### src/sv/lvd_pkg.sv
// Package of the caseless edit distance block: widths, codes, FSM and bus types.
// No dependencies; every other file of the block but the assertion header imports it.
package lvd_pkg;

  localparam int MAX_LEN_DEF = 64;
  localparam int CH_W        = 8;
  localparam int DIST_W      = 7;

  // Item kinds on the input channel
  localparam logic REQ_COLUMN = 1'b0;
  localparam logic REQ_ROW    = 1'b1;

  // Controller states
  typedef enum logic [1:0] {
    S_IDLE,
    S_PRIME,
    S_SWEEP,
    S_RESULT
  } lvd_state_e;

  // Controller to datapath
  typedef struct packed {
    logic accept;    // input item taken this cycle
    logic prime;     // issue first read of a row sweep
    logic step;      // compute one cost row entry
    logic load_out;  // load the result register
  } lvd_cmd_t;

  // Datapath to controller
  typedef struct packed {
    logic need_sweep;  // offered item is a row character that sweeps the row
    logic row_last;    // offered item is the last of a row string
    logic pend_last;   // sweeping item was the last of its row string
    logic sweep_done;  // current step is the last entry of the row
    logic out_free;    // result register can take a new result
  } lvd_sts_t;

endpackage

### src/sv/lvd_if.sv
// Valid/ready channel interfaces for the caseless edit distance block.
// Depends on lvd_pkg for field widths.
interface lvd_in_if;
  import lvd_pkg::*;
  logic            valid;
  logic            ready;
  logic            req_type;
  logic [CH_W-1:0] ch;
  logic            last;
  logic            empty_req;

  modport source (output valid, req_type, ch, last, empty_req, input ready);
  modport sink   (input valid, req_type, ch, last, empty_req, output ready);
endinterface

interface lvd_out_if;
  import lvd_pkg::*;
  logic              valid;
  logic              ready;
  logic [DIST_W-1:0] distance;
  logic              too_long;

  modport source (output valid, distance, too_long, input ready);
  modport sink   (input valid, distance, too_long, output ready);
endinterface

### src/sv/lvd_ctrl.sv
// Controller of the edit distance block: accept, row sweep and result sequencing.
// Depends on lvd_pkg for the state enum and the command/status structs.
module lvd_ctrl (
  input  logic             clk_i,
  input  logic             rst_ni,
  input  logic             in_valid_i,
  output logic             in_ready_o,
  input  lvd_pkg::lvd_sts_t sts_i,
  output lvd_pkg::lvd_cmd_t cmd_o
);
  import lvd_pkg::*;

  lvd_state_e state_q, state_d;

  // State register
  always_ff @(posedge clk_i or negedge rst_ni) begin
    if (!rst_ni) begin
      state_q <= S_IDLE;
    end else begin
      state_q <= state_d;
    end
  end

  // Next state
  always_comb begin
    state_d = state_q;
    unique case (state_q)
      S_IDLE: begin
        if (in_valid_i) begin
          if (sts_i.need_sweep) begin
            state_d = S_PRIME;
          end else if (sts_i.row_last) begin
            state_d = S_RESULT;
          end
        end
      end
      S_PRIME: begin
        state_d = S_SWEEP;
      end
      S_SWEEP: begin
        if (sts_i.sweep_done) begin
          state_d = sts_i.pend_last ? S_RESULT : S_IDLE;
        end
      end
      S_RESULT: begin
        if (sts_i.out_free) begin
          state_d = S_IDLE;
        end
      end
      default: begin
        state_d = S_IDLE;
      end
    endcase
  end

  // Outputs
  always_comb begin
    in_ready_o     = (state_q == S_IDLE);
    cmd_o.accept   = (state_q == S_IDLE) && in_valid_i;
    cmd_o.prime    = (state_q == S_PRIME);
    cmd_o.step     = (state_q == S_SWEEP);
    cmd_o.load_out = (state_q == S_RESULT) && sts_i.out_free;
  end

endmodule

### src/sv/lvd_dp.sv
// Datapath of the edit distance block: column store, cost row memory,
// one-entry-per-cycle row sweep and the result register. Depends on lvd_pkg.
module lvd_dp #(
  parameter int MAX_LEN = lvd_pkg::MAX_LEN_DEF
) (
  input  logic                      clk_i,
  input  logic                      rst_ni,
  input  lvd_pkg::lvd_cmd_t         cmd_i,
  output lvd_pkg::lvd_sts_t         sts_o,
  input  logic                      req_type_i,
  input  logic [lvd_pkg::CH_W-1:0]  ch_i,
  input  logic                      last_i,
  input  logic                      empty_req_i,
  output logic                      out_valid_o,
  input  logic                      out_ready_i,
  output logic [lvd_pkg::DIST_W-1:0] distance_o,
  output logic                      too_long_o
);
  import lvd_pkg::*;

  localparam int LW = $clog2(MAX_LEN + 1);               // lengths, indexes, costs
  localparam int AW = (MAX_LEN > 1) ? $clog2(MAX_LEN) : 1;

  // Fold a-z onto A-Z
  function automatic logic [CH_W-1:0] fold_case(input logic [CH_W-1:0] c);
    logic [CH_W-1:0] r;
    r = c;
    if (c >= 8'h61 && c <= 8'h7A) begin
      r = c - 8'h20;
    end
    return r;
  endfunction

  // Memories: column characters, and cost row entries 1..n (entry 0 is row_idx)
  logic [CH_W-1:0] col_mem  [MAX_LEN];
  logic [LW-1:0]   cost_mem [MAX_LEN];
  logic [CH_W-1:0] col_rd_q;
  logic [LW-1:0]   cost_rd_q;

  // Control registers
  logic          col_open_q, col_open_d;
  logic          col_over_q, col_over_d;
  logic          ovf_q, ovf_d;
  logic [LW-1:0] col_len_q, col_len_d;
  logic [LW-1:0] row_idx_q, row_idx_d;
  logic          out_valid_q, out_valid_d;

  // Sweep registers
  logic [CH_W-1:0]   row_ch_q;
  logic              pend_last_q;
  logic [AW-1:0]     j_q;
  logic [LW-1:0]     corner_q;
  logic [LW-1:0]     left_q;
  logic [LW-1:0]     last_q;
  logic [DIST_W-1:0] dist_q;
  logic              too_long_q;

  logic          is_row, col_start, len_room, row_room, col_we, match, sweep_done;
  logic [LW-1:0] eff_len, eff_row, upper, min_uc, min_all, new_val, dist_full;
  logic [AW-1:0] rd_addr;

  // Item decode
  always_comb begin
    is_row    = (req_type_i == REQ_ROW);
    col_start = !col_open_q;
    eff_len   = col_start ? '0 : col_len_q;
    eff_row   = col_open_q ? '0 : row_idx_q;
    len_room  = eff_len < LW'(MAX_LEN);
    row_room  = eff_row < LW'(MAX_LEN);
    col_we    = cmd_i.accept && !is_row && !empty_req_i && len_room;
  end

  // One cost row entry: match takes the corner, else 1 + min of three neighbors
  always_comb begin
    upper      = (row_idx_q == '0) ? (LW'(j_q) + LW'(1)) : cost_rd_q;
    min_uc     = (upper < corner_q) ? upper : corner_q;
    min_all    = (left_q < min_uc) ? left_q : min_uc;
    match      = (row_ch_q == col_rd_q);
    new_val    = match ? corner_q : (min_all + LW'(1));
    sweep_done = (LW'(j_q) == (col_len_q - LW'(1)));
    rd_addr    = cmd_i.prime ? '0 : (j_q + AW'(1));
  end

  // Memory writes and registered reads
  always_ff @(posedge clk_i) begin
    if (col_we) begin
      col_mem[eff_len[AW-1:0]] <= fold_case(ch_i);
    end
    if (cmd_i.step) begin
      cost_mem[j_q] <= new_val;
    end
    col_rd_q  <= col_mem[rd_addr];
    cost_rd_q <= cost_mem[rd_addr];
  end

  // Control next values
  always_comb begin
    col_open_d = col_open_q;
    col_over_d = col_over_q;
    ovf_d      = ovf_q;
    col_len_d  = col_len_q;
    row_idx_d  = row_idx_q;
    if (cmd_i.accept) begin
      if (!is_row) begin
        if (col_start) begin
          col_over_d = 1'b0;
          ovf_d      = 1'b0;
        end
        row_idx_d = '0;
        col_len_d = eff_len;
        if (!empty_req_i) begin
          if (len_room) begin
            col_len_d = eff_len + LW'(1);
          end else begin
            col_over_d = 1'b1;
            ovf_d      = 1'b1;
          end
        end
        col_open_d = !last_i;
      end else begin
        // a row item closes any open column string
        col_open_d = 1'b0;
        row_idx_d  = eff_row;
        if (!empty_req_i) begin
          if (!row_room) begin
            ovf_d = 1'b1;
          end else if (col_len_q == '0) begin
            row_idx_d = eff_row + LW'(1);
          end
        end
      end
    end
    if (cmd_i.step && sweep_done) begin
      row_idx_d = row_idx_q + LW'(1);
    end
    // after a result the row restarts against the same column
    if (cmd_i.load_out) begin
      row_idx_d = '0;
      ovf_d     = col_over_q;
    end
  end

  // Result register valid
  always_comb begin
    out_valid_d = out_valid_q;
    if (cmd_i.load_out) begin
      out_valid_d = 1'b1;
    end else if (out_ready_i) begin
      out_valid_d = 1'b0;
    end
  end

  always_ff @(posedge clk_i or negedge rst_ni) begin
    if (!rst_ni) begin
      col_open_q  <= 1'b0;
      col_over_q  <= 1'b0;
      ovf_q       <= 1'b0;
      col_len_q   <= '0;
      row_idx_q   <= '0;
      out_valid_q <= 1'b0;
    end else begin
      col_open_q  <= col_open_d;
      col_over_q  <= col_over_d;
      ovf_q       <= ovf_d;
      col_len_q   <= col_len_d;
      row_idx_q   <= row_idx_d;
      out_valid_q <= out_valid_d;
    end
  end

  // Entry n of the cost row: n before any sweep, row_idx for an empty column
  always_comb begin
    if (col_len_q == '0) begin
      dist_full = row_idx_q;
    end else if (row_idx_q == '0) begin
      dist_full = col_len_q;
    end else begin
      dist_full = last_q;
    end
  end

  // Sweep and result payload
  always_ff @(posedge clk_i) begin
    if (cmd_i.accept) begin
      row_ch_q    <= fold_case(ch_i);
      pend_last_q <= last_i;
    end
    if (cmd_i.prime) begin
      j_q      <= '0;
      corner_q <= row_idx_q;
      left_q   <= row_idx_q + LW'(1);
    end
    if (cmd_i.step) begin
      j_q      <= j_q + AW'(1);
      corner_q <= upper;
      left_q   <= new_val;
      if (sweep_done) begin
        last_q <= new_val;
      end
    end
    if (cmd_i.load_out) begin
      dist_q     <= ovf_q ? '0 : DIST_W'(dist_full);
      too_long_q <= ovf_q;
    end
  end

  // Status to the controller
  always_comb begin
    sts_o.need_sweep = is_row && !empty_req_i && row_room && (col_len_q != '0);
    sts_o.row_last   = is_row && last_i;
    sts_o.pend_last  = pend_last_q;
    sts_o.sweep_done = sweep_done;
    sts_o.out_free   = !out_valid_q || out_ready_i;
  end

  assign out_valid_o = out_valid_q;
  assign distance_o  = dist_q;
  assign too_long_o  = too_long_q;

endmodule

### src/sv/levenshtein_distance_caseless.sv
// Channel  | Dir | Payload                          | Accepted when
// in_i     | in  | req_type, ch, last, empty_req    | in_i.valid && in_i.ready
// out_o    | out | distance, too_long               | out_o.valid && out_o.ready
//
// A column item or a character-less item is taken in the idle state. A row
// character for a stored column of n >= 1 characters goes through the prime
// state, then the cost row is swept one entry per cycle through a single-port
// read of the cost row and column memories. Against an empty column, or past
// the row length limit, a row character is taken in the idle state alone. A
// row-last item adds a result load, held back while the result register is
// still held by a stall. Reset is asynchronous; no clearing pass is needed after it.
module levenshtein_distance_caseless #(
  parameter int MAX_LEN = lvd_pkg::MAX_LEN_DEF
) (
  input  logic    clk_i,
  input  logic    rst_ni,
  lvd_in_if.sink  in_i,
  lvd_out_if.source out_o
);
  import lvd_pkg::*;

  lvd_cmd_t cmd;
  lvd_sts_t sts;

  // Sequencing
  lvd_ctrl u_ctrl (
    .clk_i      (clk_i),
    .rst_ni     (rst_ni),
    .in_valid_i (in_i.valid),
    .in_ready_o (in_i.ready),
    .sts_i      (sts),
    .cmd_o      (cmd)
  );

  // Storage and arithmetic
  lvd_dp #(
    .MAX_LEN (MAX_LEN)
  ) u_dp (
    .clk_i       (clk_i),
    .rst_ni      (rst_ni),
    .cmd_i       (cmd),
    .sts_o       (sts),
    .req_type_i  (in_i.req_type),
    .ch_i        (in_i.ch),
    .last_i      (in_i.last),
    .empty_req_i (in_i.empty_req),
    .out_valid_o (out_o.valid),
    .out_ready_i (out_o.ready),
    .distance_o  (out_o.distance),
    .too_long_o  (out_o.too_long)
  );

endmodule

### src/flat_wrapper.sv
// flat-port wrapper written by rule: the top's interface ports become plain ports
module levenshtein_distance_caseless_flat import lvd_pkg::*;
#(
  parameter int MAX_LEN = lvd_pkg::MAX_LEN_DEF
)
  (clk_i, rst_ni, in_i_valid, in_i_req_type, in_i_ch, in_i_last, in_i_empty_req, in_i_ready, out_o_valid, out_o_distance, out_o_too_long, out_o_ready);
  lvd_in_if in_i_i ();
  lvd_out_if out_o_i ();
  input  logic clk_i;
  input  logic rst_ni;
  input wire logic [$bits(in_i_i.valid)-1:0] in_i_valid;
  input wire logic [$bits(in_i_i.req_type)-1:0] in_i_req_type;
  input wire logic [$bits(in_i_i.ch)-1:0] in_i_ch;
  input wire logic [$bits(in_i_i.last)-1:0] in_i_last;
  input wire logic [$bits(in_i_i.empty_req)-1:0] in_i_empty_req;
  output wire logic [$bits(in_i_i.ready)-1:0] in_i_ready;
  output wire logic [$bits(out_o_i.valid)-1:0] out_o_valid;
  output wire logic [$bits(out_o_i.distance)-1:0] out_o_distance;
  output wire logic [$bits(out_o_i.too_long)-1:0] out_o_too_long;
  input wire logic [$bits(out_o_i.ready)-1:0] out_o_ready;
  assign in_i_i.valid = in_i_valid;
  assign in_i_i.req_type = in_i_req_type;
  assign in_i_i.ch = in_i_ch;
  assign in_i_i.last = in_i_last;
  assign in_i_i.empty_req = in_i_empty_req;
  assign in_i_ready = in_i_i.ready;
  assign out_o_valid = out_o_i.valid;
  assign out_o_distance = out_o_i.distance;
  assign out_o_too_long = out_o_i.too_long;
  assign out_o_i.ready = out_o_ready;
  levenshtein_distance_caseless #(.MAX_LEN(MAX_LEN)) u_core (.clk_i(clk_i), .rst_ni(rst_ni), .in_i(in_i_i), .out_o(out_o_i));
endmodule
### config.mk
export PLATFORM = sky130hd
export DESIGN_NAME = levenshtein_distance_caseless_flat
export DESIGN_NICKNAME = d
export VERILOG_FILES = /design/src/sv/lvd_pkg.sv /design/src/sv/lvd_if.sv /design/src/sv/lvd_ctrl.sv /design/src/sv/lvd_dp.sv /design/src/sv/levenshtein_distance_caseless.sv /design/src/flat_wrapper.sv
export SDC_FILE = /design/constraint.sdc
export NUM_CORES = 1
export LEC_CHECK = 0
export BUFFER_PORTS_ARGS = -buffer_cell sky130_fd_sc_hd__buf_2
export CAP_MARGIN = 30
export CELL_PAD_IN_SITES_DETAIL_PLACEMENT = 1
export CELL_PAD_IN_SITES_GLOBAL_PLACEMENT = 1
export CORE_MARGIN = 4
export CORE_UTILIZATION = 45
export DETAILED_ROUTE_END_ITERATION = 6
export HOLD_SLACK_MARGIN = 0.02
export PLACE_DENSITY = 0.67
export SLEW_MARGIN = 0
export SYNTH_ARGS = -nofsm -noshare
export SYNTH_HDL_FRONTEND = slang
export SYNTH_SLANG_ARGS = --single-unit
### constraint.sdc
create_clock -name clk_i -period 15.35 [get_ports clk_i]
set_input_delay 4.605 -clock clk_i [delete_from_list [all_inputs] [get_ports clk_i]]
set_output_delay 4.605 -clock clk_i [all_outputs]
set_load 0.02 [all_outputs]
Yosys cells after proc, flatten, opt, wreduce, memory -nomap -nowiden
Memories as Yosys holds them, arrays and structs flattened. A register that Yosys moved wholly into a read port is not among the register bits. Cells that the tools add are included.

$add $sub $neg: 8. Reduce and logical (&&, ||, !) cells: 28. Equal/unequal tests: 11. Magnitude comparators: 6. Bitwise operators: 1. Muxes and demuxes: 51.

Operators by type and width (number): 7-bit 2-to-1 mux (21); 7-bit by 1-bit adder with 7-bit output, second input constant (4); 1-bit 2-to-1 mux (18); 6-bit 2-to-1 mux (3); 8-bit 2-to-1 mux (2); 7-bit zero test (2); 7-bit less-than comparator (2); 7-bit less-than comparator, second input constant (2); 2-bit 2-to-1 mux (6); 1-bit logical AND (11); 8-bit equality test (1); 8-bit by 7-bit greater-or-equal comparator with 1-bit output, second input constant (1); 8-bit by 7-bit less-or-equal comparator with 1-bit output, second input constant (1); 2-bit case mux with 4 select lines (1); 8-bit by 6-bit subtractor with 8-bit output, second input constant (1); 6-bit by 1-bit adder with 7-bit output, second input constant (1); 6-bit by 7-bit equality test with 1-bit output (1); 7-bit nonzero test (1); 7-bit by 1-bit subtractor with 7-bit output, second input constant (1); 6-bit by 1-bit adder with 6-bit output, second input constant (1); 3-bit by 2-bit inequality test with 1-bit output, second input constant (2); 2-bit nonzero test (3); 2-bit equality test, second input constant (2); 1-bit zero test (4); other kinds (11) (13).

Input bits: 15. Memories kept: 2. Flip-flop bits (word level): 64. Memory bits (writable): 960.

Memories: u_core.u_dp.col_mem (words 64, bits a word 8, rd ports 1, clocked after memory_dff 1, wr ports 1, line lvd_dp.sv:35) `logic [CH_W-1:0] col_mem [MAX_LEN];`; u_core.u_dp.cost_mem (words 64, bits a word 7, rd ports 1, clocked after memory_dff 1, wr ports 1, line lvd_dp.sv:36) `logic [LW-1:0] cost_mem [MAX_LEN];`.

Depth between registers and ports, before layout
Gate-level depths: netlist of the first run.

Depth in word-level cells: 9. Mapped depth: 29.

Modules after synthesis
Synthesis of the first run repeated with hierarchy kept, for this count alone.

Cells, all modules: 3112. Area total of the unflattened synthesis: 43280.3 um^2.

Modules (own cells, without submodules): lvd_dp (cells each 3097, area an instance 43132.6 um^2, sequential area each 30899.6 um^2, instances 1); lvd_ctrl (cells each 15, area an instance 147.6 um^2, sequential area each 50.0 um^2, instances 1).

Worst setup path before layout of the first run
No wires, ideal clock.

Path type: register to register. Start point: register u_core.u_dp.row_idx_q[0]. End point: memory u_core.u_dp.cost_mem[0][3] (netlist name) (data pin). Slack: 7.560 ns. Data required time: 14.623 ns. Data arrival time: 7.063 ns. Buffers on the path: 4. Stages on the path, launching flop included: 24. Setup time: 0.727 ns. Cells stage by stage: dfrtp_1 > inv_1 > ha_1 > nor4b_4 > and2_1 > buf_6 > mux2_4 > ha_1 > a21oi_1 > o21ai_0 > or2_2 > clkbuf_1 > o21ai_1 > and2_4 > buf_6 > ha_1 > a21o_1 > a21o_1 > a21o_1 > a41oi_1 > and3_1 > buf_4 > nor2_1 > o31ai_1.

Word-level cells in the longest chain between the ends: 8.

Ends and longest elaborated chain: from (decl) (line lvd_dp.sv:45) `logic [LW-1:0] row_idx_q, row_idx_d;`; from (signal assigned) (line lvd_dp.sv:166) `row_idx_q <= row_idx_d;`; 7-bit zero test (*) (line lvd_dp.sv:75) `upper = (row_idx_q == '0) ? (LW'(j_q) + LW'(1)) : cost_rd_q;`; 7-bit 2-to-1 mux (*) (line lvd_dp.sv:75); 7-bit less-than comparator (line lvd_dp.sv:76) `min_uc = (upper < corner_q) ? upper : corner_q;`; 7-bit 2-to-1 mux (*) (line lvd_dp.sv:76); 7-bit less-than comparator (line lvd_dp.sv:77) `min_all = (left_q < min_uc) ? left_q : min_uc;`; 7-bit 2-to-1 mux (*) (line lvd_dp.sv:77); 7-bit by 1-bit adder with 7-bit output (*) (line lvd_dp.sv:79) `new_val = match ? corner_q : (min_all + LW'(1));`; 7-bit 2-to-1 mux (*) (line lvd_dp.sv:79); net u_core.u_dp.new_val[3] (line lvd_dp.sv:59) `logic [LW-1:0] eff_len, eff_row, upper, min_uc, min_all, new_val, dist_full;`; to (decl) (line lvd_dp.sv:36).

Mark *: on every way through the listed nets, which the timed path passes. The rest lies on a longest branch.

==> flow_summary.yaml, run 1 <==
yosys:
  syn_inst: 2704
  yosysSeqAreaShare_pct: 71.7
  synthTopCellsByCount: "1,004 x edfxtp_1, 296 x nand2_1, 199 x mux2i_1, 191 x nor2_1, 118 x mux4_2"
  ys.flop_type: "edfxtp_1"
  syn-cell-area_um2: 43100
  syn_area_per_cell_um2: 16.0
  netlist.top_cell.by_area: "edfxtp_1"
  syn-num-nets: 2742
  synth_top_cell_area_share_pct: 69.9
  yosysMostFrequentCell: "edfxtp_1"
  synth.area.top_cells: "edfxtp_1 70%, mux4_2 6.2%, mux2i_1 4.6%, nand2_1 2.6%, nor2_1 1.7%"
  synth_edf_count: 1004
  ys_async_sr_fraction_pct: 1.92
  yosysWarnings: 0
  ys_ff_latch: 1039
  yosysUniqueCellTypes: 77
floorplan:
  dieArea_um2: 101000
  die_height_um: 318
  die_w_um: 318
  core_um2: 95000
  start_util_pct: 45.4
  ios: 25
  rows: 113
global_route:
  grt_use_met2_pct: 35.9
  grt-busiest-layer: "met2"
  grt_pass1_wl_mm: 171
  grt_use_total_pct: 22.5
  grtUsageMet3_pct: 3.47
  grt_pass1_vias: 25600
  grt_max_degree: 68
  grt_overflow: 0
  grt_antenna_before_repair: 1
  met1_usage_pct: 32.9
cells_and_area:
  fillCellCount: 8960
  nets: 2756
  drive_gt1_share_pct: 14.9
  antennaDiodeCount: 0
  area_growth_pct: 11.3
  design_area_um2: 48000
  final_util_pct: 50.5
worst_setup_path:
  reg2reg_to: "u_core.u_dp.cost_mem[1][6]"
  crit_required_ns: 15.64
  worst-r2r-setup-slack_ns: 7.78
  crit_path_end_kind: "flop"
  worstPathMaxFanout: 13
  worstSetupPathType: "input port to flop"
  arrival_ns: 8.19
  r2r.worst_path.cells: 25
  startpoint_type: "input port"
  reg2reg_from: "u_core.u_dp.j_q[2]"
detailed_routing:
  routed_wl_mm: 114
  viasPerCell: 6.02
  wl_per_cell_um: 28.1
  dr_total_vias: 24500
  drt_iter0_drc: 2575
  ant_nets: 0
  drc: 0
  dr.pass1.iters: 5
place:
  numPortBuffers: 24
  placed_area_um2: 44600
  gp_congestion: 0.858
  hpwlAfterDp_mm: 70.3
clock_tree:
  htreeDepth: 3
  cts_root_buffer: "clkbuf_16"
  cts_made_buffers: 102
  cts_resized: 0
  ctsHoldBuffers: 0
  cts.sinks: 1039
  clk_path_buf_depth: 3
  post_cts_buffers: 0
  path_clk_slew_ns: 0.06
  clock_latency_ns: 0.68
  cts_tree: "yes"
sta:
  slew_headroom_pct: 30.1
  slew_violations: 0
  fin_skew_ns: 0.0216
  fmaxAchievable_ghz: 0.127
  worst_pin_slew_ns: 1.05
  rsz0062_at_grt: "no"
  fin_crit_sh_pct: 51.4
  timing.final.hold_violations: 0
  setup_tns_ns: 0
  period_needed_ns: 7.89
  setup_viol: 0
job:
  cap_viol_max_count: 0
worst_hold_path:
  min_path_cells: 2
  min_to: "u_core.u_dp.col_over_q"
  min_path_type: "flop to flop"
  min_from: "u_core.u_dp.col_over_q"
run_status:
  status: "complete, no violations"
## cell usage in the layout, fill, tap and decap left out, types with 12 or more instances in the layout
cell type  instances
a211oi_1          64
clkbuf_16        106
clkinv_1          20
o21ai_0           27
nor3_1            13
dfxtp_1           15
nand2_1          296
o22ai_1           16
mux4_2           118
inv_1             24
xor2_1            20
edfxtp_1        1004
a21oi_1           62
a31oi_1           30
dfrtp_1           20
o221ai_1          26
nand4_1           12
buf_4             51
clkbuf_1          15
clkinv_2          25
ha_1              23
xnor2_1           12
nor2_1           187
buf_2             23
nor2b_1           56
nand3_1           85
mux2i_1          199
a311oi_1          70
## final cells by class
cell class	count	area (um^2)	share of cell area [%]
flip-flops and latches	1039	30900	64.5
multi-input cells	1469	11400	23.8
clock buffers	123	2740	5.70
well taps	1265	1580	3.30
clock inverters	71	641	1.33
repair buffers	80	603	1.26
inverters	26	97.6	0.203
## critical path: stages
cell      delay [ns]
buf_2           0.09
nand2_1         0.26
inv_1           0.47
nand2b_1        0.26
a211oi_2        0.63
nor2b_1         0.29
nand3_1         0.70
nor2_1          0.86
## logic make-up (layout without fill, tap and decap cells)
| logic type | after synthesis | after routing | synth area share, % |
|---|---|---|---|
| muxes | 329 | 329 | 11.1 |
| DFF | 1039 | 1039 | 71.7 |
| xor gates and xnor gates | 37 | 37 | 0.786 |
| buffers and inverters | 196 | 300 | 2.24 |
| and+or+nand+nor | 727 | 727 | 7.61 |
| AOI/OAI and AO/OA | 353 | 353 | 5.85 |
| adders and majority gates | 23 | 23 | 0.667 |
## worst max path at each step
stage                             startpoint                         end  slack [ns]  depth (start not counted)
global route                      in_i_valid  u_core.u_dp.col_mem[33][4]        7.13                          8
finish                            in_i_valid  u_core.u_dp.col_mem[35][5]        7.46                          8
detailed placement                in_i_valid  u_core.u_dp.col_mem[35][5]        6.75                          8
global placement                  in_i_valid  u_core.u_dp.col_mem[37][0]        6.86                          7
CTS                               in_i_valid  u_core.u_dp.col_mem[35][5]        7.47                          8
floorplan           u_core.u_dp.row_idx_q[0]  u_core.u_dp.cost_mem[0][3]        7.56                         23
## sequential cells by signal, summed over array words and instances, names as in the netlist, 7 cells and up
| name | count |
|---|---|
| u_core.u_dp.cost_rd_q | 7 |
| u_core.u_dp.col_len_q | 7 |
| u_core.u_dp.cost_mem | 448 |
| u_core.u_dp.corner_q | 7 |
| u_core.u_dp.col_rd_q | 8 |
| u_core.u_dp.row_idx_q | 7 |
| u_core.u_dp.col_mem | 512 |
| u_core.u_dp.left_q | 7 |
| u_core.u_dp.row_ch_q | 8 |
| u_core.u_dp.last_q | 7 |
| u_core.u_dp.distance_o | 7 |
## per-stage QoR
step | cells | setup WS [ns] | hold WS [ns]
after global routing | 4073 | 7.13 | 0.602
after CTS | 4070 | 7.47 | 0.536
after global placement | 3870 | 6.86 | 0.497
final | 4073 | 7.46 | 0.530
after detailed placement | 3876 | 6.75 | 0.520
after floorplan | 2704 | 7.56 | 0.423
## metal layers
metal  routed length, um  vias up
met5                   0        -
met4                2230        0
met3                8120      144
met2               54100      921
met1               49900    12800
li1                    -    10600
Power of run 1 is left out: the tool's default activity adds up to more than one toggle a clock period on the data nets, which glitch-free logic cannot reach.
==> inputs of run 2 (changes only) <==
Clock period 15.35 ns to 7.4 ns, I/O delays scaled along.
==> run 2 against run 1 <==
Compared with the run above: the run now ends with design-rule violations left; sequential cell count stayed put; via count grew 0.20%; die area unchanged; hold slack better by 0.038 ns; core utilization increased by 0.25 points; count of clock-buffer cells in the layout is 5 higher; cell area rose by 0.49%; non-clock buffer count grew 11; critical path depth is 18 higher.
==> flow_summary.yaml, run 2 (synthesis gave the netlist of run 1 again) <==
detailed_routing:
  viasPerCell: 6.01
  dr.pass1.iters: 7
  ant_nets: 0
  met1Wirelength_mm: 51.4
  routed.top_layer: "met4"
  drt_iter0_drc: 2606
  drc: 3
  dr_total_vias: 24600
  wl_met2_mm: 55.3
  routed_wl_mm: 117
  wl_per_cell_um: 28.6
  met3_length_mm: 7.49
cells_and_area:
  fillCellCount: 8996
  seq_area_um2: 30900
  final_cells: 4087
  drive_gt1_share_pct: 15.0
  mostFrequentLayoutCell: "edfxtp_1"
  final_cell_mix: "1,004 x edfxtp_1, 296 x nand2_1, 199 x mux2i_1"
  largest_reg_flops: 512
  area_growth_pct: 11.9
  multi_input_area_um2: 11400
  antennaDiodeCount: 0
  nets: 2769
floorplan:
  die_height_um: 318
  core_um2: 95000
  rows: 113
  die_w_um: 318
  dieArea_um2: 101000
  start_util_pct: 45.4
  ios: 25
worst_setup_path:
  r2r.worst_path.cells: 26
  startpoint_type: "flop"
  arrival_ns: 7.18
  crit_required_ns: 7.73
  worstSetupPathType: "flop to flop"
  crit_path_end_kind: "flop"
  worstPathMaxFanout: 65
sta:
  worst_pin_slew_ns: 1.02
  period_needed_ns: 6.85
  fmaxAchievable_ghz: 0.146
  fin_skew_ns: 0.0210
  slew_headroom_pct: 31.6
  setup_viol: 0
  slew_violations: 0
  timing.final.hold_violations: 0
  rsz0062_at_grt: "no"
  fin_crit_sh_pct: 92.5
  setup_tns_ns: 0
global_route:
  grt_pass1_wl_mm: 174
  grt_pass1_vias: 25700
  grt_max_degree: 108
  grt_overflow: 0
  grt_use_total_pct: 23.0
  grt_antenna_before_repair: 1
place:
  numPlacedInstances: 3884
  hpwlAfterDp_mm: 71.2
  numPortBuffers: 24
  gp_congestion: 0.840
clock_tree:
  cts.sinks: 1039
  htreeDepth: 3
  path_clk_slew_ns: 0.06
  cts_root_buffer: "clkbuf_16"
  clock_latency_ns: 0.68
  clk_path_buf_depth: 3
  ctsHoldBuffers: 0
  cts_tree: "yes"
  cts_made_buffers: 104
worst_hold_path:
  min_path_type: "flop to flop"
  min_path_cells: 2
job:
  cap_viol_max_count: 0
run_status:
  status: "finished with violations"
  violations: "design-rule violations"
[run 2: layout make-up]
type | count | area share, %
Inverter | 26 | 0.202
Tap cell | 1265 | 3.28
Clock inverter | 69 | 1.46
Clock buffer | 128 | 5.73
Timing Repair Buffer | 91 | 1.51
Sequential cell | 1039 | 64.1
Multi-Input combinational cell | 1469 | 23.7
[run 2: through the flow]
| step | hold WS, ns | area (um^2) | setup slack (ns) | utilization, % |
|---|---|---|---|---|
| 4_1_cts | 0.569 | 48200 | 0.217 | 50.7 |
| 6_report | 0.567 | 48300 | 0.554 | 50.8 |
| 3_3_place_gp | 0.499 | 44600 | 0.504 | 47.0 |
| 2_1_floorplan | 0.423 | 43100 | 0.00812 | - |
| 3_5_place_dp | 0.514 | 44700 | 0.304 | 47.1 |
| 5_1_grt | 0.579 | 48300 | 0.0921 | 50.8 |
[run 2: critical path, stage by stage (launching register included)]
cell,delay [ns]
edfxtp_1,0.66
ha_1,0.51
nand3_1,0.19
xnor2_2,0.20
mux2_4,0.31
ha_1,0.30
nand4_1,0.12
nor2_1,0.30
nand3_2,0.19
nand2_1,0.23
nor2_1,0.07
a21oi_1,0.22
ha_1,0.30
inv_1,0.09
nor2_1,0.06
a22o_1,0.21
a2111o_1,0.42
nand4_1,0.12
and3_2,0.31
nand2_1,0.13
nand2_1,0.09
ha_1,0.26
o21ai_1,0.17
o31a_1,0.27
nor3_2,0.27
o22ai_4,0.14
clkbuf_8,0.31
[run 2: path summary, 6_finish.rpt]
kind,startpoint,to,slack (ns)
max,u_core.u_dp.j_q[1],u_core.u_dp.cost_mem[2][6],0.55
min,u_core.u_dp.col_over_q,u_core.u_dp.col_over_q,0.57
max reg2reg,u_core.u_dp.j_q[1],u_core.u_dp.cost_mem[2][6],0.55
min reg2reg,u_core.u_dp.col_over_q,u_core.u_dp.col_over_q,0.57
max in group asynchronous,rst_ni,u_core.u_dp.col_len_q[4],5.49
min in group asynchronous,rst_ni,u_core.u_dp.row_idx_q[5],1.53
[run 2: layer usage]
metal | track usage, % | vias to the layer above
met3 | 3.57 | 183
met1 | 33.4 | 12900
met4 | 6.14 | 0
li1 | - | 10600
met2 | 36.5 | 863
met5 | 0 | -
[run 2: timing repair]
item,in CTS,in global routing
buffers inserted,0,3
setup endpoints to repair,0,195
gates resized for setup,0,7
endpoints found under the hold margin,0,0
Power of run 2 is left out for the same reason.
==> inputs of run 3 (changes only) <==
Clock period 7.4 ns to 7.1 ns, I/O delays scaled along.
==> run 3 against run 2 <==
Compared with the run above: the run now ends clean; first-iteration DRC count decreased by 5.9%; highest routed layer unchanged; non-clock buffer count up 11; critical endpoint is now u_core.u_dp.cost_mem[12][6]; fmax rose by 1.8%; largest cell class unchanged; sequential share of layout area decreased by 0.16 points; register-to-register slack got worse by 0.18 ns; clock skew is 0.0035 ns higher; die area unchanged.
==> flow_summary.yaml, run 3 (synthesis gave the netlist of run 1 again) <==
cells_and_area:
  multi_input_area_um2: 11400
  largest_reg_flops: 512
  mostFrequentLayoutCell: "edfxtp_1"
  fillCellCount: 8941
  antennaDiodeCount: 0
  drive_gt1_share_pct: 15.7
  seq_area_um2: 30900
  area_growth_pct: 12.1
  final_cell_mix: "1,004 x edfxtp_1, 296 x nand2_1, 199 x mux2i_1"
  nets: 2781
worst_setup_path:
  crit_required_ns: 7.45
  slowest_stage: "dfrtp_1"
  worstPathMaxFanout: 65
  cp_top_family: "compound AO/OA/AOI/OAI gates"
  crit_path_end_kind: "flop"
  cp_slowest_stage_delay_ns: 0.46
  startpoint_type: "flop"
  critPathMostFrequentCell: "ha_1"
  worstSetupPathType: "flop to flop"
  arrival_ns: 7.07
  timing.critical_path.buf_inv: 3
clock_tree:
  clock_latency_ns: 0.68
  cts.sinks: 1039
  clk_path_buf_depth: 3
  cts_tree: "yes"
  cts_root_buffer: "clkbuf_16"
  cts_made_buffers: 105
  path_clk_slew_ns: 0.06
  htreeDepth: 3
detailed_routing:
  routed_wl_mm: 117
  drt_iter0_drc: 2453
  dr_total_vias: 24700
  ant_nets: 0
  wl_per_cell_um: 28.5
  viasPerCell: 6.02
  dr.pass1.iters: 7
  drc: 0
global_route:
  met1_usage_pct: 32.8
  grt_pass1_vias: 25800
  grt_use_total_pct: 22.9
  grt_antenna_before_repair: 3
  grtUsageMet3_pct: 3.55
  grt_pass1_wl_mm: 173
  grt_use_met2_pct: 36.3
  grt_overflow: 0
  grt-busiest-layer: "met2"
  grt_max_degree: 124
sta:
  slew_violations: 0
  layout_setup_ws_ns: 0.378
  fin_crit_sh_pct: 94.7
  fin_skew_ns: 0.0245
  slew_headroom_pct: 31.0
  timing.final.hold_violations: 0
  worst_pin_slew_ns: 1.03
  setup_viol: 0
  fmaxAchievable_ghz: 0.149
  period_needed_ns: 6.72
floorplan:
  dieArea_um2: 101000
  die_w_um: 318
  core_um2: 95000
  ios: 25
  die_height_um: 318
  start_util_pct: 45.4
  rows: 113
place:
  place_worst_setup_slack_ns: 0.110
  hpwlAfterDp_mm: 71.5
  gp_congestion: 0.855
  numPortBuffers: 24
run_status:
  status: "complete, no violations"
worst_hold_path:
  min_path_type: "flop to flop"
job:
  cap_viol_max_count: 0
## run 3: cell types whose count changed in the layout (fill, tap and decap cells not counted), sizes merged
cell | before | now
clkbuf | 129 | 127
clkinvlp | 7 | 10
inv | 29 | 30
buf | 90 | 101
clkinv | 46 | 40
bufinv | 13 | 14
## run 3: stage by stage
stage	TNS, ns	hold slack [ns]	cell area (um^2)	std cells	utilization [%]
2_1_floorplan	0	0.423	43200	2704	-
3_3_place_gp	0	0.488	44700	3891	47.1
3_5_place_dp	0	0.499	44700	3895	47.1
4_1_cts	0	0.514	48300	4089	50.8
5_1_grt	-0.239	0.556	48400	4095	50.9
6_report	0	0.513	48400	4095	50.9
## run 3: area by class of cell
class,instances,share of cell area (%)
clock inverters,68,1.54
clock buffers,126,5.77
inverters,26,0.202
multi-input cells,1469,23.6
well taps,1265,3.27
repair buffers,102,1.61
flip-flops and latches,1039,64.0
## run 3: worst min-delay path: stages, from the launching register on
cell and delay [ns]:
dfrtp_1 0.35, nor2_1 0.05, nor2_1 0.07
## run 3: repair_timing
item,CTS,global route
gates resized for setup,0,9
hold buffers,0,0
endpoints found under the setup margin,0,262
buffers inserted,0,4
## run 3: routing by layer
| layer | wire length (um) | vias to the layer above |
|---|---|---|
| met5 | 0 | - |
| met4 | 3300 | 0 |
| met3 | 7330 | 185 |
| met2 | 55500 | 833 |
| met1 | 50700 | 13000 |
| li1 | - | 10700 |
## run 3: path summary, 6_finish.rpt
kind,start,to,slack (ns),cells after the start
min reg2reg,u_core.u_dp.col_over_q,u_core.u_dp.col_over_q,0.51,2
max reg2reg,u_core.u_dp.row_idx_q[0],u_core.u_dp.cost_mem[12][6],0.38,26
max,u_core.u_dp.row_idx_q[0],u_core.u_dp.cost_mem[12][6],0.38,26
min in group asynchronous,rst_ni,u_core.u_dp.row_idx_q[3],1.44,1
min,u_core.u_dp.col_over_q,u_core.u_dp.col_over_q,0.51,2
max in group asynchronous,rst_ni,u_core.u_dp.col_len_q[6],5.27,1
Power of run 3 is left out for the same reason.
